==> src/hdl/mrx_pkg.sv <==
`timescale 1ns / 1ps
// Shared definitions for the MIPS R-type execute block: funct codes,
// multiply/divide operation codes and the structs between core and divider.
package mrx_pkg;

   localparam logic [5:0] OPC_SPECIAL = 6'b000000;

   localparam logic [5:0] FN_SLL     = 6'h00;
   localparam logic [5:0] FN_SRL     = 6'h02;
   localparam logic [5:0] FN_SRA     = 6'h03;
   localparam logic [5:0] FN_SLLV    = 6'h04;
   localparam logic [5:0] FN_SRLV    = 6'h06;
   localparam logic [5:0] FN_SRAV    = 6'h07;
   localparam logic [5:0] FN_JR      = 6'h08;
   localparam logic [5:0] FN_JALR    = 6'h09;
   localparam logic [5:0] FN_SYSCALL = 6'h0C;
   localparam logic [5:0] FN_MFHI    = 6'h10;
   localparam logic [5:0] FN_MTHI    = 6'h11;
   localparam logic [5:0] FN_MFLO    = 6'h12;
   localparam logic [5:0] FN_MTLO    = 6'h13;
   localparam logic [5:0] FN_MULT    = 6'h18;
   localparam logic [5:0] FN_MULTU   = 6'h19;
   localparam logic [5:0] FN_DIV     = 6'h1A;
   localparam logic [5:0] FN_DIVU    = 6'h1B;
   localparam logic [5:0] FN_ADD     = 6'h20;
   localparam logic [5:0] FN_ADDU    = 6'h21;
   localparam logic [5:0] FN_SUB     = 6'h22;
   localparam logic [5:0] FN_SUBU    = 6'h23;
   localparam logic [5:0] FN_AND     = 6'h24;
   localparam logic [5:0] FN_OR      = 6'h25;
   localparam logic [5:0] FN_XOR     = 6'h26;
   localparam logic [5:0] FN_NOR     = 6'h27;
   localparam logic [5:0] FN_SLT     = 6'h2A;
   localparam logic [5:0] FN_SLTU    = 6'h2B;

   typedef enum logic [1:0] {
      MD_MULT  = 2'd0,
      MD_MULTU = 2'd1,
      MD_DIV   = 2'd2,
      MD_DIVU  = 2'd3
   } md_op_type;

   typedef struct packed {
      logic        start;
      md_op_type   op;
      logic [31:0] a;
      logic [31:0] b;
   } md_req_type;

   typedef struct packed {
      logic        done;
      logic        wen;
      logic [31:0] hi;
      logic [31:0] lo;
   } md_rsp_type;

endpackage

==> src/hdl/mrx_muldiv.sv <==
`timescale 1ns / 1ps
// Multiply/divide unit: single-multiplier product registered at the start,
// restoring divider at one quotient bit per cycle. Uses mrx_pkg.
module mrx_muldiv (
   input  logic               clock,
   input  logic               reset,
   input  mrx_pkg::md_req_type md_req,
   output mrx_pkg::md_rsp_type md_rsp
);
   import mrx_pkg::*;

   typedef enum logic [3:0] {
      MS_IDLE = 4'b0001,
      MS_MUL  = 4'b0010,
      MS_DIV  = 4'b0100,
      MS_FIX  = 4'b1000
   } md_state_type;

   md_state_type state_ff, state_in;
   logic [63:0]  prod_ff;
   logic [31:0]  quo_ff;
   logic [31:0]  rem_ff;
   logic [31:0]  mb_ff;
   logic [4:0]   cnt_ff;
   logic         neg_q_ff;
   logic         neg_r_ff;
   logic         nz_ff;

   logic         sgn;
   logic [32:0]  a_ext;
   logic [32:0]  b_ext;
   logic [65:0]  prod_in;
   logic [32:0]  rem_sh;
   logic [32:0]  rem_diff;

   assign sgn   = (md_req.op == MD_MULT) || (md_req.op == MD_DIV);
   assign a_ext = {sgn & md_req.a[31], md_req.a};
   assign b_ext = {sgn & md_req.b[31], md_req.b};
   assign prod_in = 66'($signed(a_ext) * $signed(b_ext));

   assign rem_sh   = {rem_ff, quo_ff[31]};
   assign rem_diff = rem_sh - {1'b0, mb_ff};

   always_comb begin
      state_in = state_ff;
      case (state_ff)
         MS_IDLE: begin
            if (md_req.start) begin
               if (md_req.op == MD_MULT || md_req.op == MD_MULTU) begin
                  state_in = MS_MUL;
               end else begin
                  state_in = MS_DIV;
               end
            end
         end
         MS_MUL:  state_in = MS_IDLE;
         MS_DIV:  if (cnt_ff == 5'd31) state_in = MS_FIX;
         MS_FIX:  state_in = MS_IDLE;
         default: state_in = MS_IDLE;
      endcase
   end

   always_ff @(posedge clock) begin
      if (reset) begin
         state_ff <= MS_IDLE;
      end else begin
         state_ff <= state_in;
      end
   end

   always_ff @(posedge clock) begin
      if (state_ff == MS_IDLE && md_req.start) begin
         prod_ff  <= prod_in[63:0];
         quo_ff   <= (sgn && md_req.a[31]) ? (32'd0 - md_req.a) : md_req.a;
         mb_ff    <= (sgn && md_req.b[31]) ? (32'd0 - md_req.b) : md_req.b;
         rem_ff   <= '0;
         cnt_ff   <= '0;
         neg_q_ff <= sgn && (md_req.a[31] ^ md_req.b[31]);
         neg_r_ff <= sgn && md_req.a[31];
         nz_ff    <= md_req.b != 32'd0;
      end else if (state_ff == MS_DIV) begin
         cnt_ff <= cnt_ff + 5'd1;
         if (!rem_diff[32]) begin
            rem_ff <= rem_diff[31:0];
            quo_ff <= {quo_ff[30:0], 1'b1};
         end else begin
            rem_ff <= rem_sh[31:0];
            quo_ff <= {quo_ff[30:0], 1'b0};
         end
      end
   end

   always_comb begin
      md_rsp.done = (state_ff == MS_MUL) || (state_ff == MS_FIX);
      md_rsp.wen  = (state_ff == MS_MUL) || nz_ff;
      if (state_ff == MS_MUL) begin
         md_rsp.hi = prod_ff[63:32];
         md_rsp.lo = prod_ff[31:0];
      end else begin
         md_rsp.hi = neg_r_ff ? (32'd0 - rem_ff) : rem_ff;
         md_rsp.lo = neg_q_ff ? (32'd0 - quo_ff) : quo_ff;
      end
   end
endmodule

==> config.mk <==
export PLATFORM = sky130hd
export DESIGN_NAME = mrx_muldiv
export DESIGN_NICKNAME = d
export VERILOG_FILES = /design/src/hdl/mrx_pkg.sv /design/src/hdl/mrx_muldiv.sv
export SDC_FILE = /design/constraint.sdc
export NUM_CORES = 2
export LEC_CHECK = 0
export BUFFER_PORTS_ARGS = -buffer_cell sky130_fd_sc_hd__buf_2
export CAP_MARGIN = 0
export CORE_ASPECT_RATIO = 2
export CORE_MARGIN = 2
export CORE_UTILIZATION = 40
export DETAILED_ROUTE_END_ITERATION = 16
export GPL_ROUTABILITY_DRIVEN = 0
export PLACE_DENSITY = 0.54
export SYNTH_ARGS = -nofsm -noshare
export SYNTH_HDL_FRONTEND = slang
export SYNTH_SLANG_ARGS = --single-unit
export TNS_END_PERCENT = 50
==> constraint.sdc <==
create_clock -name clock -period 9.7 [get_ports clock]
set_input_delay 0.97 -clock clock [delete_from_list [all_inputs] [get_ports clock]]
set_output_delay 0.97 -clock clock [all_outputs]
set_load 0.02 [all_outputs]
Word-level counts from Yosys, hierarchy flattened --
Cells that the tools add are included.
Cells by class: add/sub/neg operators 6, multiply operators 1, equality and inequality tests 9, mux-type cells 13, bitwise gates (word level) 3, reduce and logical (&&, ||, !) cells 12
Operators with widths (number):
- two-way mux 32 bit | 7
- subtractor 1 x 32 -> 32 bit (first input constant) | 4
- multiplier 33 x 33 -> 64 bit | 1
- two-way mux 64 bit | 1
- subtractor 33 x 32 -> 33 bit | 1
- nonzero test 32 bit | 1
- two-way mux 4 bit | 2
- case mux 4 bit (2 select lines) | 1
- adder 5 x 1 -> 5 bit (second input constant) | 1
- == test 5 bit (second input constant) | 1
- == test 4 x 1 -> 1 bit (second input constant) | 1
- == test 4 x 2 -> 1 bit (second input constant) | 1
- == test 4 x 3 -> 1 bit (second input constant) | 1
- == test 4 bit (second input constant) | 1
- logical AND 1 bit | 4
- logical OR 1 bit | 4
- != test 2 bit (second input constant) | 2
- two-way mux 3 bit | 1
- AND 1 bit | 2
- == test 2 x 1 -> 1 bit (second input constant) | 1
- == test 2 bit (second input constant) | 1
- zero test 2 bit | 1
- AND reduction 2 bit | 1
- nonzero test 2 bit | 1
- other kinds (2) | 2
Storage, ports and cells: flip-flop bits (word level) 172, input bits 69, output and inout port bits 66, logic and storage cells 53

Depth between registers and ports, before layout --
word-level depth 5, depth in mapped cells 33, depth with buffers taken out 29

Least setup slack after synthesis --
No wires, ideal clock.
kind input port to flip-flop, start in md_req[64] (netlist bit), end reg prod_ff[63], data pin, library setup time 0.265 ns, arrival time 9.028 ns, required time 9.435 ns, slack 0.406 ns, stages on the path 30, buffers on the path 3, cell sequence nand2b_1 clkbuf_1 clkinv_1 clkbuf_1 buf_1 nand2_1 inv_1 fa_1 fa_1 fa_1 inv_1 fa_1 inv_1 fa_1 fa_1 inv_1 fa_1 fa_1 inv_1 ha_1 a21o_1 o21bai_1 a221o_1 a21oi_1 nor2b_1 o21ai_0 nand2_1 or3_1 o211ai_1 a211oi_1
On the way: longest elaborated chain between the ends 4, elaborated cells on any way between the ends 6, those cells by class mul (1); eq/ne (1); bitwise (2); reduce/logical (2)
Ends and longest elaborated chain:
- start, declared | RTL line mrx_muldiv.sv:7 | input mrx_pkg::md_req_type md_req,
- == test 2 bit or zero test 2 bit (tied branches) | RTL line mrx_muldiv.sv:36 | assign sgn = (md_req.op == MD_MULT) || (md_req.op == MD_DIV);
- logical OR 1 bit * | RTL line mrx_muldiv.sv:36
- AND 1 bit * | RTL line mrx_muldiv.sv:37 | assign a_ext = {sgn & md_req.a[31], md_req.a};
- named net a_ext[32] | RTL line mrx_muldiv.sv:30 | logic [32:0] a_ext;
- multiplier 33 x 33 -> 64 bit * | RTL line mrx_muldiv.sv:39 | assign prod_in = 66'($signed(a_ext) * $signed(b_ext));
- named net prod_in[63] | RTL line mrx_muldiv.sv:32 | logic [65:0] prod_in;
- end signal, assigned | RTL line mrx_muldiv.sv:73 | prod_ff <= prod_in[63:0];
- end, declared | RTL line mrx_muldiv.sv:20 | logic [63:0] prod_ff;
Mark *: on every way through the listed nets, which the timed path passes. The rest lies on a longest branch. A chain may end at the register's enable or synchronous reset.

Worst setup path in the final report --
start in md_req[42] (netlist bit), end reg prod_ff[55], data pin
On the way: longest elaborated chain between the ends 1
Ends and longest elaborated chain (RTL line):
- multiplier 33 x 33 -> 64 bit | mrx_muldiv.sv:39
- named net prod_in[55] | mrx_muldiv.sv:32
The timed path passes the listed nets, and every way through them passes these cells.

==> results.sh <==
export IMPL_required_ns=10.00
export IMPL_fin_crit_ns=9.27
export IMPL_grt_pass1_wl_mm=240
export IMPL_regArea_um2=4750
export IMPL_synth_ff_type="edfxtp_1"
export IMPL_ctsResizeCount=0
export IMPL_grt_overflow=0
export IMPL_avgSynthCellArea_um2=9.00
export IMPL_worst_setup_path_end_kind="flip-flop"
export IMPL_place_hpwl_mm=126
export IMPL_synth_edff_count=131
export IMPL_cts_tree="yes"
export IMPL_first_global_vias=40000
export IMPL_worst_pin_slew_ns=0.997
export IMPL_grt_setup_unrepaired="false"
export IMPL_routed_wl_mm=155
export IMPL_crit_family="adder cells"
export IMPL_yosys_warnings=0
export IMPL_worst_path_largest_cell_delay_ns=0.60
export IMPL_ios=135
export IMPL_syn_nets=6855
export IMPL_status="complete, no violations"
export IMPL_cts_hold_buf=0
export IMPL_drc=0
export IMPL_ys_types=74
export IMPL_port_buffer_count=134
export IMPL_num_vias=36900
export IMPL_fmaxAchievable_mhz=108
export IMPL_cts_setup_buffers=0
export IMPL_dr_pass1_iters=7
export IMPL_cts_reportedPaths_clkPinSlew_ns=0.06
export IMPL_hold_viol_final=0
export IMPL_drive_above_1_share_pct=6.43
export IMPL_setup_viol=0
export IMPL_antenna_found_initial=7
export IMPL_drtAntennaViolNets=0
export IMPL_grt_usage_pct=25.4
export IMPL_core_area_um2=121000
export IMPL_start_kind="input port"
export IMPL_cts_path_max_buffers=3
export IMPL_cp_max_fo=22
export IMPL_area_growth_pct=6.88
export IMPL_insertion_delay_ns=0.51
export IMPL_wl_per_cell_um=22.2
export IMPL_fillers=11800
export IMPL_ys_ff_latch=172
export IMPL_path_common_cell="fa_1"
export IMPL_viasPerCell=5.29
export IMPL_htreeDepth=4
export IMPL_final_setup_skew_ns=0.0200
export IMPL_multi_input_area_um2=38200
export IMPL_path_buf_inv=9
export IMPL_cp_slowest_cell="buf_2"
export IMPL_post_route_period_util_pct=95.6
export IMPL_netlist_area_um2=48700
export IMPL_max_slew_margin_pct=33.5
export IMPL_grt_max_degree=67
export IMPL_rows=181
export IMPL_cts_root_buf="clkbuf_16"
export IMPL_max_cap_viol_count=0
export IMPL_start_util_pct=40.2
export IMPL_synth_seq_area_share_pct=9.77
export IMPL_holdWs_ns=0.471
export IMPL_final_net_count=6848
export IMPL_synth_async_reset_ratio_pct=0
export IMPL_cts_sinks=172
export IMPL_dieArea_um2=125000
export IMPL_first_iter_violations=2520
export IMPL_slew_violations=0
export IMPL_cts_buffers=25
export IMPL_die_w_um=251
export IMPL_crit_arrival_ns=9.58
export IMPL_critPathKind="input port to flip-flop"
export IMPL_die_h_um=497
export IMPL_hp_class="flip-flop to flip-flop"
export IMPL_synth_cells=5409
==> synthesized netlist by cell type, types with 15 or more instances <==
cell type,count,share of area [%]
ha_1,251,6.5
nand2_1,954,7.4
o21a_1,15,0.23
clkbuf_1,267,2.1
buf_1,51,0.39
xnor2_1,113,2.0
o41ai_1,17,0.31
nor3_1,27,0.28
nand4_1,18,0.23
o21ai_0,194,2.0
a21o_1,41,0.63
fa_1,1126,46
o31ai_1,21,0.32
xor2_1,104,1.9
mux2i_1,26,0.53
and2_1,306,3.9
inv_1,1190,9.2
nor2_1,139,1.1
nor4_1,20,0.26
dfxtp_1,41,1.7
edfxtp_1,131,8.1
nand3_1,37,0.38
a21oi_1,113,1.2
nand2b_1,18,0.23
==> state kept, by name, summed over array words and instances, names as in the netlist <==
register  count
neg_r_ff      1
quo_ff       32
nz_ff         1
neg_q_ff      1
prod_ff      64
state_ff      4
cnt_ff        5
rem_ff       32
mb_ff        32
==> path summary, 6_finish.rpt <==
| path | startpoint | to | slack [ns] | cells past startpoint |
|---|---|---|---|---|
| max | md_req[42] | prod_ff[55] | 0.43 | 29 |
| min | cnt_ff[4] | cnt_ff[4] | 0.47 | 2 |
| max reg2reg | quo_ff[31] | rem_ff[30] | 5.66 | 14 |
| min reg2reg | cnt_ff[4] | cnt_ff[4] | 0.47 | 2 |
==> metrics by stage <==
stage	setup WS [ns]	instances	instance area, µm²	util [%]	setup TNS [ns]
2_1_floorplan	0.406	5409	48700	-	0
3_3_place_gp	0.101	6930	51300	42.3	0
3_5_place_dp	-0.0197	6930	51300	42.3	-0.0234
4_1_cts	0.506	6963	52000	42.9	0
5_1_grt	0.190	6963	52000	42.9	0
6_report	0.426	6968	52000	42.9	0
==> cell usage in the layout, fill, tap and decap left out, types with 7 or more instances in the layout <==
master     instances
nor2_1           139
nor3_1            27
a31oi_1            9
o21ai_0          194
buf_2            134
nand4_1           18
buf_4            149
xor2_1           104
or3_1              9
ha_1             251
a21oi_1          113
or2_2              7
or4_1             14
o21a_1            15
clkbuf_16         26
nor2b_1           12
xnor2_1          112
nand3_1           37
mux2i_1           26
o211ai_1          10
nand2_1          953
a21o_1            41
and2_1           306
edfxtp_1         131
o21ai_1            9
and3_1            13
o21bai_1          11
o41ai_1           17
dfxtp_1           41
nand2b_1          17
o31ai_1           21
fa_1            1126
a211oi_1          14
nor4_1            20
inv_1           1190
==> per-layer routing <==
metal | share of wire, % | global-route usage [%] | vias to the layer above
met5 | 0.028 | 0 | -
met4 | 2.5 | 6.22 | 8
met3 | 6.9 | 3.21 | 190
met2 | 49 | 43.0 | 1315
met1 | 42 | 34.5 | 19300
li1 | - | - | 16100
==> area by class of cell <==
class                   instances  share of cell area (%)
diodes                          5                  0.0241
clock buffers                  27                    1.26
clock inverters                 6                   0.101
inverters                    1193                    8.62
multi-input cells            3723                    73.5
flip-flops and latches        172                    9.14
well taps                    1555                    3.74
repair buffers                287                    3.59
==> worst min-delay path: cells and delay by family, from the launching register on <==
| family | cells | cell delay (ns) |
|---|---|---|
| compound gates | 1 | 0.06 |
| flops | 1 | 0.31 |
| simple gates | 1 | 0.05 |
==> logic make-up (layout without fill, tap and decap cells) <==
family	after synthesis	after routing	share of synthesized area, %
AND/OR/NAND/NOR	1598	1598	15.0
adder cells (fa/ha/maj)	1377	1377	52.8
flip-flops	172	172	9.77
multiplexers	28	28	0.581
XOR/XNOR	217	217	3.91
buffers and inverters	1514	1513	11.7
other	0	5	0
AO/OA/AOI/OAI	503	503	6.31
Power is left out: the tool's default activity adds up to more than one toggle a clock period on the data nets, which glitch-free logic cannot reach.
