**config.mk**
```make
export PLATFORM = sky130hd
export DESIGN_NAME = mrx_regfile
export DESIGN_NICKNAME = d
export VERILOG_FILES = /design/src/hdl/mrx_regfile.sv
export SDC_FILE = /design/constraint.sdc
export NUM_CORES = 1
export LEC_CHECK = 0
export ABC_CLOCK_PERIOD_IN_PS = 6000
export BUFFER_PORTS_ARGS = -buffer_cell sky130_fd_sc_hd__buf_4
export CORE_ASPECT_RATIO = 1.25
export CORE_MARGIN = 3
export CORE_UTILIZATION = 33
export DETAILED_ROUTE_END_ITERATION = 10
export HOLD_SLACK_MARGIN = 0.1
export SYNTH_ARGS = -nofsm -noshare
export SYNTH_HDL_FRONTEND = slang
export SYNTH_SLANG_ARGS = --single-unit
```
**constraint.sdc**
```tcl
create_clock -name clock -period 6 [get_ports clock]
set_input_delay 0.9 -clock clock [delete_from_list [all_inputs] [get_ports clock]]
set_output_delay 0.9 -clock clock [all_outputs]
set_load 0.02 [all_outputs]
```
**src/hdl/mrx_regfile.sv**
```systemverilog
`timescale 1ns / 1ps
// General register file: 32 x 32-bit memory, two registered read ports, one
// write port. Per-entry valid bits make unwritten entries read as zero.
module mrx_regfile (
   input  logic        clock,
   input  logic        reset,
   input  logic [4:0]  rd_addr_a,
   input  logic [4:0]  rd_addr_b,
   output logic [31:0] rd_data_a,
   output logic [31:0] rd_data_b,
   input  logic        wr_en,
   input  logic [4:0]  wr_addr,
   input  logic [31:0] wr_data
);
   logic [31:0] mem_ff [32];
   logic [31:0] valid_ff;
   logic [31:0] data_a_ff;
   logic [31:0] data_b_ff;
   logic        vld_a_ff;
   logic        vld_b_ff;

   always_ff @(posedge clock) begin
      if (wr_en) begin
         mem_ff[wr_addr] <= wr_data;
      end
      data_a_ff <= mem_ff[rd_addr_a];
      data_b_ff <= mem_ff[rd_addr_b];
   end

   always_ff @(posedge clock) begin
      if (reset) begin
         valid_ff <= '0;
         vld_a_ff <= 1'b0;
         vld_b_ff <= 1'b0;
      end else begin
         if (wr_en) begin
            valid_ff[wr_addr] <= 1'b1;
         end
         vld_a_ff <= valid_ff[rd_addr_a];
         vld_b_ff <= valid_ff[rd_addr_b];
      end
   end

   assign rd_data_a = vld_a_ff ? data_a_ff : '0;
   assign rd_data_b = vld_b_ff ? data_b_ff : '0;
endmodule

```
# Word level (Yosys, flattened, before mapping)
# Memory sizes are Yosys's and may differ from the RTL's. A register that Yosys moved wholly into a read port is not among the register bits.
# Cells that the tools add are included.
word_totals:
  ff_bits: 34
  latchBits: 0
  ram_bits: 1024
  mem_bits_ro: 0
  input_bits: 50
  output_inout_bits: 64
  wordCells: 20
  memories: 1
mem_list:
  columns: ["name", "depth", "word_bits", "rd", "rd_ports_with_merged_regs", "wr", "line_no", "source"]
  rows:
  - ["mem_ff", 32, 32, 2, 2, 1, "15", "logic [31:0] mem_ff [32];"]
op_classes:
  add_sub_neg: 0
  mul: 0
  n_div: 0
  n_lt_le_gt_ge: 4
  eq_ne: 0
  shifts: 0
  muxes: 10
  bitwise: 1
  n_reduce_logical: 1
op_table:
  columns: ["op", "count"]
  rows:
  - ["two-way mux 32 bit", 2]
  - ["OR 32 bit", 1]
  - ["< comparator 5 x 6 -> 1 bit (second input constant)", 3]
  - ["binary-select mux 1 bit (select 5 bit)", 2]
  - ["demux 1 bit (select 5 bit)", 1]
  - ["greater-or-equal comparator 5 x 1 -> 1 bit (second input constant)", 1]
  - ["two-way mux 1 bit", 5]
  - ["logical AND 1 bit", 1]

# Longest topological paths before layout
# Gate-level depths: netlist (run 1).
depth:
  ltp_word: 5
  mapped_depth: 7
  depth_no_buf: 4

# Least setup slack after synthesis (run 1)
# OpenSTA, ideal clock, no wires.
synth_path:
  kind: "input port to flip-flop"
  startpoint: "in wr_addr[0]"
  endpoint: "mem mem_ff[12][0], enable pin"
  setup_time_ns: 0.423
  arrival_ns: 2.943
  required_time_ns: 5.577
  path_slack_ns: 2.634
  cell_stages: 3
  path_buffers: 1
  path_cell_list: "or3b_2 clkbuf_1 nor2_1"
synth_rtl:
  columns: ["element", "line_no", "source"]
  rows:
  - ["start, declared", "12", "input logic [4:0] wr_addr,"]
  - ["end, declared", "15", null]
# No word-level cell before the write port.

# Worst setup path in the final report (run 1)
layout_path:
  startpoint: "reg vld_a_ff"
  endpoint: "out rd_data_a[19]"
layout_between:
  elab_chain_len: 1
layout_rtl:
  columns: ["element", "line_no", "source"]
  rows:
  - ["start, declared", "19", "logic vld_a_ff;"]
  - ["start signal, assigned", "39", "vld_a_ff <= valid_ff[rd_addr_a];"]
  - ["two-way mux 32 bit", "44", "assign rd_data_a = vld_a_ff ? data_a_ff : '0;"]
  - ["end, declared", "9", "output logic [31:0] rd_data_a,"]
# No other way between the ends.

==> results of run 1 <==
-- worst min-delay path: cells and delay by family (launching register included) --
kind | cells | cell delay (ps)
flops | 1 | 340
simple gates | 2 | 120
-- how the worst max path moves through the flow --
| stage | cells past startpoint | slack, ps | to |
|---|---|---|---|
| 3_3_place_gp | 5 | 2050 | data_a_ff[9] |
| 4_1_cts | 2 | 2720 | rd_data_a[19] |
| 6_report | 2 | 2770 | rd_data_a[19] |
| 5_1_grt | 5 | 2630 | data_a_ff[8] |
| 3_5_place_dp | 5 | 2040 | data_a_ff[8] |
| 2_1_floorplan | 3 | 2630 | mem_ff[12][0] |
-- metrics by stage --
stage | area (um2) | total power (W) | utilization, % | hold WS, ps | cells
after floorplan | 50000 | 0.00975 | - | 450 | 2216
after global placement | 53600 | 0.0103 | 35.6 | 464 | 4242
after detailed placement | 53600 | 0.0103 | 35.6 | 488 | 4242
after CTS | 57600 | 0.0178 | 38.3 | 503 | 4463
after global routing | 57600 | 0.0182 | 38.3 | 529 | 4465
final | 57600 | 0.0176 | 38.3 | 495 | 4469
-- cell families after synthesis --
| logic type | count (synthesis) |
|---|---|
| flops | 1122 |
| buf+inv | 170 |
| compound gates | 8 |
| mux | 728 |
| simple gates | 188 |
-- report_power, final --
part           switching (W)  internal, W
clock                0.00305      0.00447
combinational       0.000685     0.000636
sequential          0.000105      0.00868
-- final cells by class --
type	count	area, um2	share of cell area [%]
well taps	2012	2520	4.37
inverters	1	3.75	0.00652
clock buffers	149	3220	5.60
flip-flops and latches	1122	32700	56.8
multi-input cells	924	16800	29.1
diodes	6	15.0	0.0261
repair buffers	183	1550	2.69
clock inverters	72	771	1.34
-- synthesized netlist by cell type --
library cell	instances	area share [%]
edfxtp_1	1024	61
mux4_2	652	29
dfxtp_1	98	3.9
nor2_1	98	0.73
clkbuf_1	70	0.52
mux2_2	68	1.5
and2_1	64	0.80
buf_2	40	0.40
buf_1	35	0.26
buf_4	19	0.28
mux2i_1	8	0.16
nand3b_1	7	0.10
buf_6	5	0.11
a2111oi_0	4	0.070
nor2b_1	4	0.050
or3b_2	4	0.070
nand2_1	3	0.022
nand3_1	3	0.030
nor3b_1	2	0.030
o21a_1	2	0.030
a41oi_1	1	0.018
and2_0	1	0.013
and3_1	1	0.013
inv_1	1	0.0075
o41a_1	1	0.022
or3_1	1	0.013
-- metal layers --
metal	vias up	part of all wire, %	track usage [%]
met2	1289	49	30.8
met4	8	2.5	5.44
met5	-	0.041	0
met3	218	8.4	3.57
met1	14200	40	25.8
li1	10000	-	-
-- registers in the layout, summed over array words and instances, names as in the netlist --
register / flops
data_b_ff: 32
valid_ff: 32
mem_ff: 1024
vld_a_ff: 1
vld_b_ff: 1
data_a_ff: 32
-- cell usage in the layout, fill, tap and decap left out, types with 2 or more instances in the layout --
cell type   count
a2111oi_0       4
and2_1         64
buf_12         11
buf_4         166
buf_6           2
buf_8           4
bufinv_16      16
clkbuf_1       20
clkbuf_16     122
clkbuf_8        7
clkinv_1       18
clkinv_2       27
clkinv_4        2
clkinvlp_4      5
dfxtp_1        96
dfxtp_2         2
diode_2         6
edfxtp_1     1024
inv_4           2
mux2_2         68
mux2i_1         8
mux4_2        652
nand2_1         3
nand3_1         3
nand3b_1        7
nor2_1         66
nor2_4         32
nor2b_1         4
nor3b_1         2
o21a_1          2
or3b_2          4
==> impl_results.md, run 1 <==
- Status: finished clean
- Post-synthesis sequential area ratio: 65.4%
- PnR worst setup slack: 2770 ps
- Yosys reg bits: 1122
- Post-Synth Simple-Gate Area: 1.88%
- Adder-Cell Fraction of Synth Area: 0%
- R2R Setup Slk: 4130 ps
- Post-synthesis compound-gate area fraction: 0.140%
- H-tree level count: 3
- Final Slew Violations: 0
- Worst Hold Class: flop to flop
- Worst Max-Slew Pin Slew: 1420 ps
- Max_slew headroom: 5.30%
- Total core area: 150000 um2
- Worst r2r path cells: 3
- Largest net degree at the start of global routing: 108
- Worst Setup End Kind: primary output
- Hold endpoint: valid_ff[23]
- CTS buffer count: 117
- Initial DRC count: 2983
- Mapped Cells: 2216
- Critical path arrival: 2330 ps
- Layout fillers: 13500
- Detailed Route WL: 147000 um
- Layout Nets: 2399
- Count of cell types in the netlist: 26
- Fmax: 0.310 GHz
- Avg Cell Area, Syn: 22.6 um2
- R2R Path End: data_b_ff[30]
- Worst Setup Slack post-DPL: 2040 ps
- Slowest CP cell: dfxtp_2
- Setup TNS: 0 ps
- Cts repair resizes: 0
- Critical-path cell list: and2_1, buf_4
- RSZ-0062 raised after global routing: false
- Total number of vias: 25800
- Hold path cells: 2
- Pwr dens: 306 nW/um2
- Final hold vios: 0
- Root buffer cell: clkbuf_16
- VDD IR-drop max: 0.268 mV
- Layout Skew: 20.8 ps
- Number of setup buffers added after CTS: 0
- Row Count: 159
- Required @ worst endpoint: 5100 ps
- CTS tree: done
- First-pass GRT wire length: 210000 um
- Final setup viols: 0
- Detailed Place HPWL: 83500 um
- Share of cells above drive strength 1: 45.9%
- Clk slew on worst S/H paths: 60 ps
- Mapped Nets: 2266
- Hold_sp: valid_ff[23]
- Vias in the first global route: 27500
- Top Ports: 114
- Final min period: 3230 ps
- Post-Synth XOR/XNOR Area: 0%
- CP top delay family: flip-flops
- CP Launch Type: flop
- Crit path buffers/inverters: 1
- Leak Pwr: 17.9 nW
- Initial antenna violation count: 21
- Post-Syn Area: 50000 um2
- Crit path kind: flop to primary output
- GRT Total Usage: 18.8%
- Fin crit share: 53.8%
- Initial core utilization: 33.3%
- Port bufs: 113
- Cts hold-fix bufs: 0
- Die Area: 156000 um2
- GR Overflow Total: 0
- Layout Area Growth over Synthesis: 15.0%
- Beginning of the critical path: vld_a_ff
- Crit-path max FO: 32
- Die H: 441 um
- Post-route antenna net violation count: 0
- Crit path largest cell delay: 940 ps
- Via/cell ratio: 5.77
- Max clock buf depth: 3
- Worst-skew pair later-pin latency: 680 ps
- Main combinational cell family by area after synthesis: multiplexers
- Drt first pass iters: 5
- Clock Sinks: 1122
- # DRC: 0
- Mux contribution to synthesized area: 31.0%
- Max Cap Viol: 0
- RR Startpoint: mem_ff[16][30]
- Die width: 354 um
- Routed len/inst: 32.9 um
- GPL Wtd Cong: 0.757
- Synthesis Warnings: 0
Power figures use the tool's default switching activity.
==> run 2: changes to the inputs <==
ABC_CLOCK_PERIOD_IN_PS = 2800   (was 6000)
clock period = 2.8 ns   (was 6 ns; I/O delays follow)
==> impl_results.md, run 2 (same netlist as run 1, synthesis figures left out) <==
- Status: finished clean
- Max clock buf depth: 3 (unchanged)
- Layout Skew: 33.3 ps (+12.5 ps)
- Crit path buffers/inverters: 2 (+1)
- First-pass GRT wire length: 212000 um (+1.0%)
- Placed insts: 4351 (+2.6%)
- Max Cap Viol: 0 (unchanged)
- Sequential Power Share: 50.1% (+0.3 points)
- Area after DPL: 55300 um2 (+3.2%)
- CTS tree: done
- Initial antenna violation count: 11 (-48%)
- Largest reg by FF count: mem_ff
- Leak Pwr: 18.8 nW (+5.0%)
- Total number of vias: 26400 (+2.5%)
- Final setup viols: 0 (unchanged)
- PnR worst setup slack: 138 ps (-2630 ps)
- Layout Nets: 2541 (+5.9%)
- Total core area: 150000 um2 (unchanged)
- Worst Setup End Kind: primary output
- Die Area: 156000 um2 (unchanged)
- Die width: 354 um (unchanged)
- Crit path largest cell delay: 760 ps (-180 ps)
- CTS buffer count: 118 (+0.85%)
- Worst r2r path cells: 3 (unchanged)
- Final Slew Violations: 0 (unchanged)
- Final hold vios: 0 (unchanged)
- Flip-flop count of the largest register after layout: 1024 (unchanged)
- # DRC: 0 (unchanged)
- Beginning of the critical path: vld_a_ff
- Row Count: 159 (unchanged)
- Setup TNS: 0 ps (unchanged)
- Crit path kind: flop to primary output
- Hold path cells: 1 (-1)
- Detailed Place HPWL: 89700 um (+7.5%)
- Crit-path max FO: 20 (-38%)
- Critical-path cell list: buf_4, and2_1, buf_4
- Share of cells above drive strength 1: 47.3% (+1.4 points)
- VDD IR-drop max: 0.595 mV (+120%)
- Worst Hold Class: input port to flop
- GPL Wtd Cong: 0.795 (+5.0%)
- RR Startpoint: mem_ff[23][25]
- CP top delay family: flip-flops
- P_sw: 0.00825 W (+110%)
- GR Overflow Total: 0 (unchanged)
- H-tree level count: 3 (unchanged)
- Max_slew headroom: 38.4% (+33 points)
- Clock Sinks: 1122 (unchanged)
- R2R Path End: data_a_ff[25]
- Vias in the first global route: 27700 (+0.74%)
- R2R Setup Slk: 920 ps (-3210 ps)
- Port bufs: 113 (unchanged)
- Worst setup path end: rd_data_a[12]
- Via/cell ratio: 5.73 (-0.64%)
- Top Ports: 114 (unchanged)
- Drt first pass iters: 7 (+2)
- Fmax: 0.376 GHz
- Worst Setup Slack post-DPL: 195 ps (-1850 ps)
- Layout Area Growth over Synthesis: 18.9%
- Post-route antenna net violation count: 0 (unchanged)
- Pwr dens: 632 nW/um2 (+110%)
- Design area: 59500 um2 (+3.4%)
- Most frequent cells in the layout: 1024 x edfxtp_1, 652 x mux4_2, 203 x buf_4
- Initial core utilization: 33.3% (unchanged)
- Clk slew on worst S/H paths: 60 ps (about the same)
- Layout fillers: 13300 (-1.5%)
- Root buffer cell: clkbuf_16
- Fin cells: 4609 (+3.1%)
- WP depth: 3 (+1)
- Switching share of total power: 21.9% (+0.14 points)
- RSZ-0062 raised after global routing: false
- Most Frequent Cell on Critical Path: buf_4
- Pint: 0.0293 W (+110%)
- Worst Max-Slew Pin Slew: 925 ps (-493 ps)
- GRT Total Usage: 19.1% (+0.26 points)
- Worst hold margin: 152 ps (-343 ps)
- Clock power share: 41.7% (-1.0 points)
- CP Launch Type: flop
- Combinational Power Share: 8.2% (+0.7 points)
- Worst-skew pair later-pin latency: 720 ps (+40 ps)
- Detailed Route WL: 150000 um (+1.9%)
- Critical path arrival: 2240 ps (-90 ps)
- Largest net degree at the start of global routing: 43 (-60%)
- Final min period: 2660 ps
- Required @ worst endpoint: 2380 ps (-2720 ps)
- Die H: 441 um (unchanged)
- Initial DRC count: 3157 (+5.8%)
- Fin crit share: 95.1%
- Routed len/inst: 32.5 um (-1.2%)
- Commonest non-fill, non-tap cell in the layout: edfxtp_1
- Slowest CP cell: dfxtp_2
==> run 2: cell count changes in the layout (fill, tap and decap cells not counted) <==
cell / delta
clkinv_1: -9
clkinvlp_4: -3
inv_8: -1
diode_2: -3
inv_6: +3
clkbuf_8: +11
bufinv_16: -8
clkinv_8: +1
inv_4: -2
buf_4: +37
clkinv_2: -8
dlygate4sd3_1: +32
buf_12: +72
clkbuf_1: +18
==> run 2: metal layers <==
layer / track usage (%) / up-vias / wire, um
met2: 31.9 / 1297 / 74300
met5: 0 / - / 10
met4: 5.58 / 2 / 4110
met3: 3.15 / 228 / 12400
li1: - / 10300 / -
met1: 25.8 / 14600 / 59100
==> run 2: cell type report <==
| class | instances | area [um2] | area share (%) |
|---|---|---|---|
| Multi-Input combinational cell | 924 | 16800 | 28.2 |
| Antenna cell | 3 | 7.51 | 0.0126 |
| Clock inverter | 45 | 453 | 0.761 |
| Clock buffer | 178 | 3440 | 5.79 |
| Timing Repair Buffer | 324 | 3590 | 6.03 |
| Sequential cell | 1122 | 32700 | 55.0 |
| Inverter | 1 | 3.75 | 0.00631 |
| Tap cell | 2012 | 2520 | 4.23 |
==> run 2: through the flow <==
stage / power (W) / utilization, %
3_5_place_dp: 0.0223 / 36.8
5_1_grt: 0.0388 / 39.6
3_3_place_gp: 0.0222 / 36.8
6_report: 0.0376 / 39.6
2_1_floorplan: 0.0209 / -
4_1_cts: 0.0379 / 39.6
==> run 2: worst min path at each step <==
stage                    end         start  slack [ps]
2_1_floorplan    valid_ff[8]   valid_ff[8]         450
3_3_place_gp    valid_ff[19]  valid_ff[19]         470
3_5_place_dp    valid_ff[21]  valid_ff[21]         480
4_1_cts        mem_ff[20][4]    wr_data[4]         100
5_1_grt        mem_ff[20][4]    wr_data[4]         140
6_report       mem_ff[20][4]    wr_data[4]         150
==> run 2: power by group through the flow <==
| stage | clock network, W | registers (W) | logic [W] |
|---|---|---|---|
| global route | 0.0167 | 0.0188 | 0.00325 |
| finish | 0.0157 | 0.0188 | 0.00309 |
| CTS | 0.0160 | 0.0188 | 0.00313 |
| detailed placement | 0 | 0.0192 | 0.00307 |
| floorplan | 0 | 0.0190 | 0.00188 |
| global placement | 0 | 0.0192 | 0.00302 |
==> run 2: timing repair <==
item / in CTS / in global routing
gates resized for setup: 0 / 0
setup buffers: 0 / 0
hold endpoints to repair: 751 / 0
hold buffers: 32 / 0
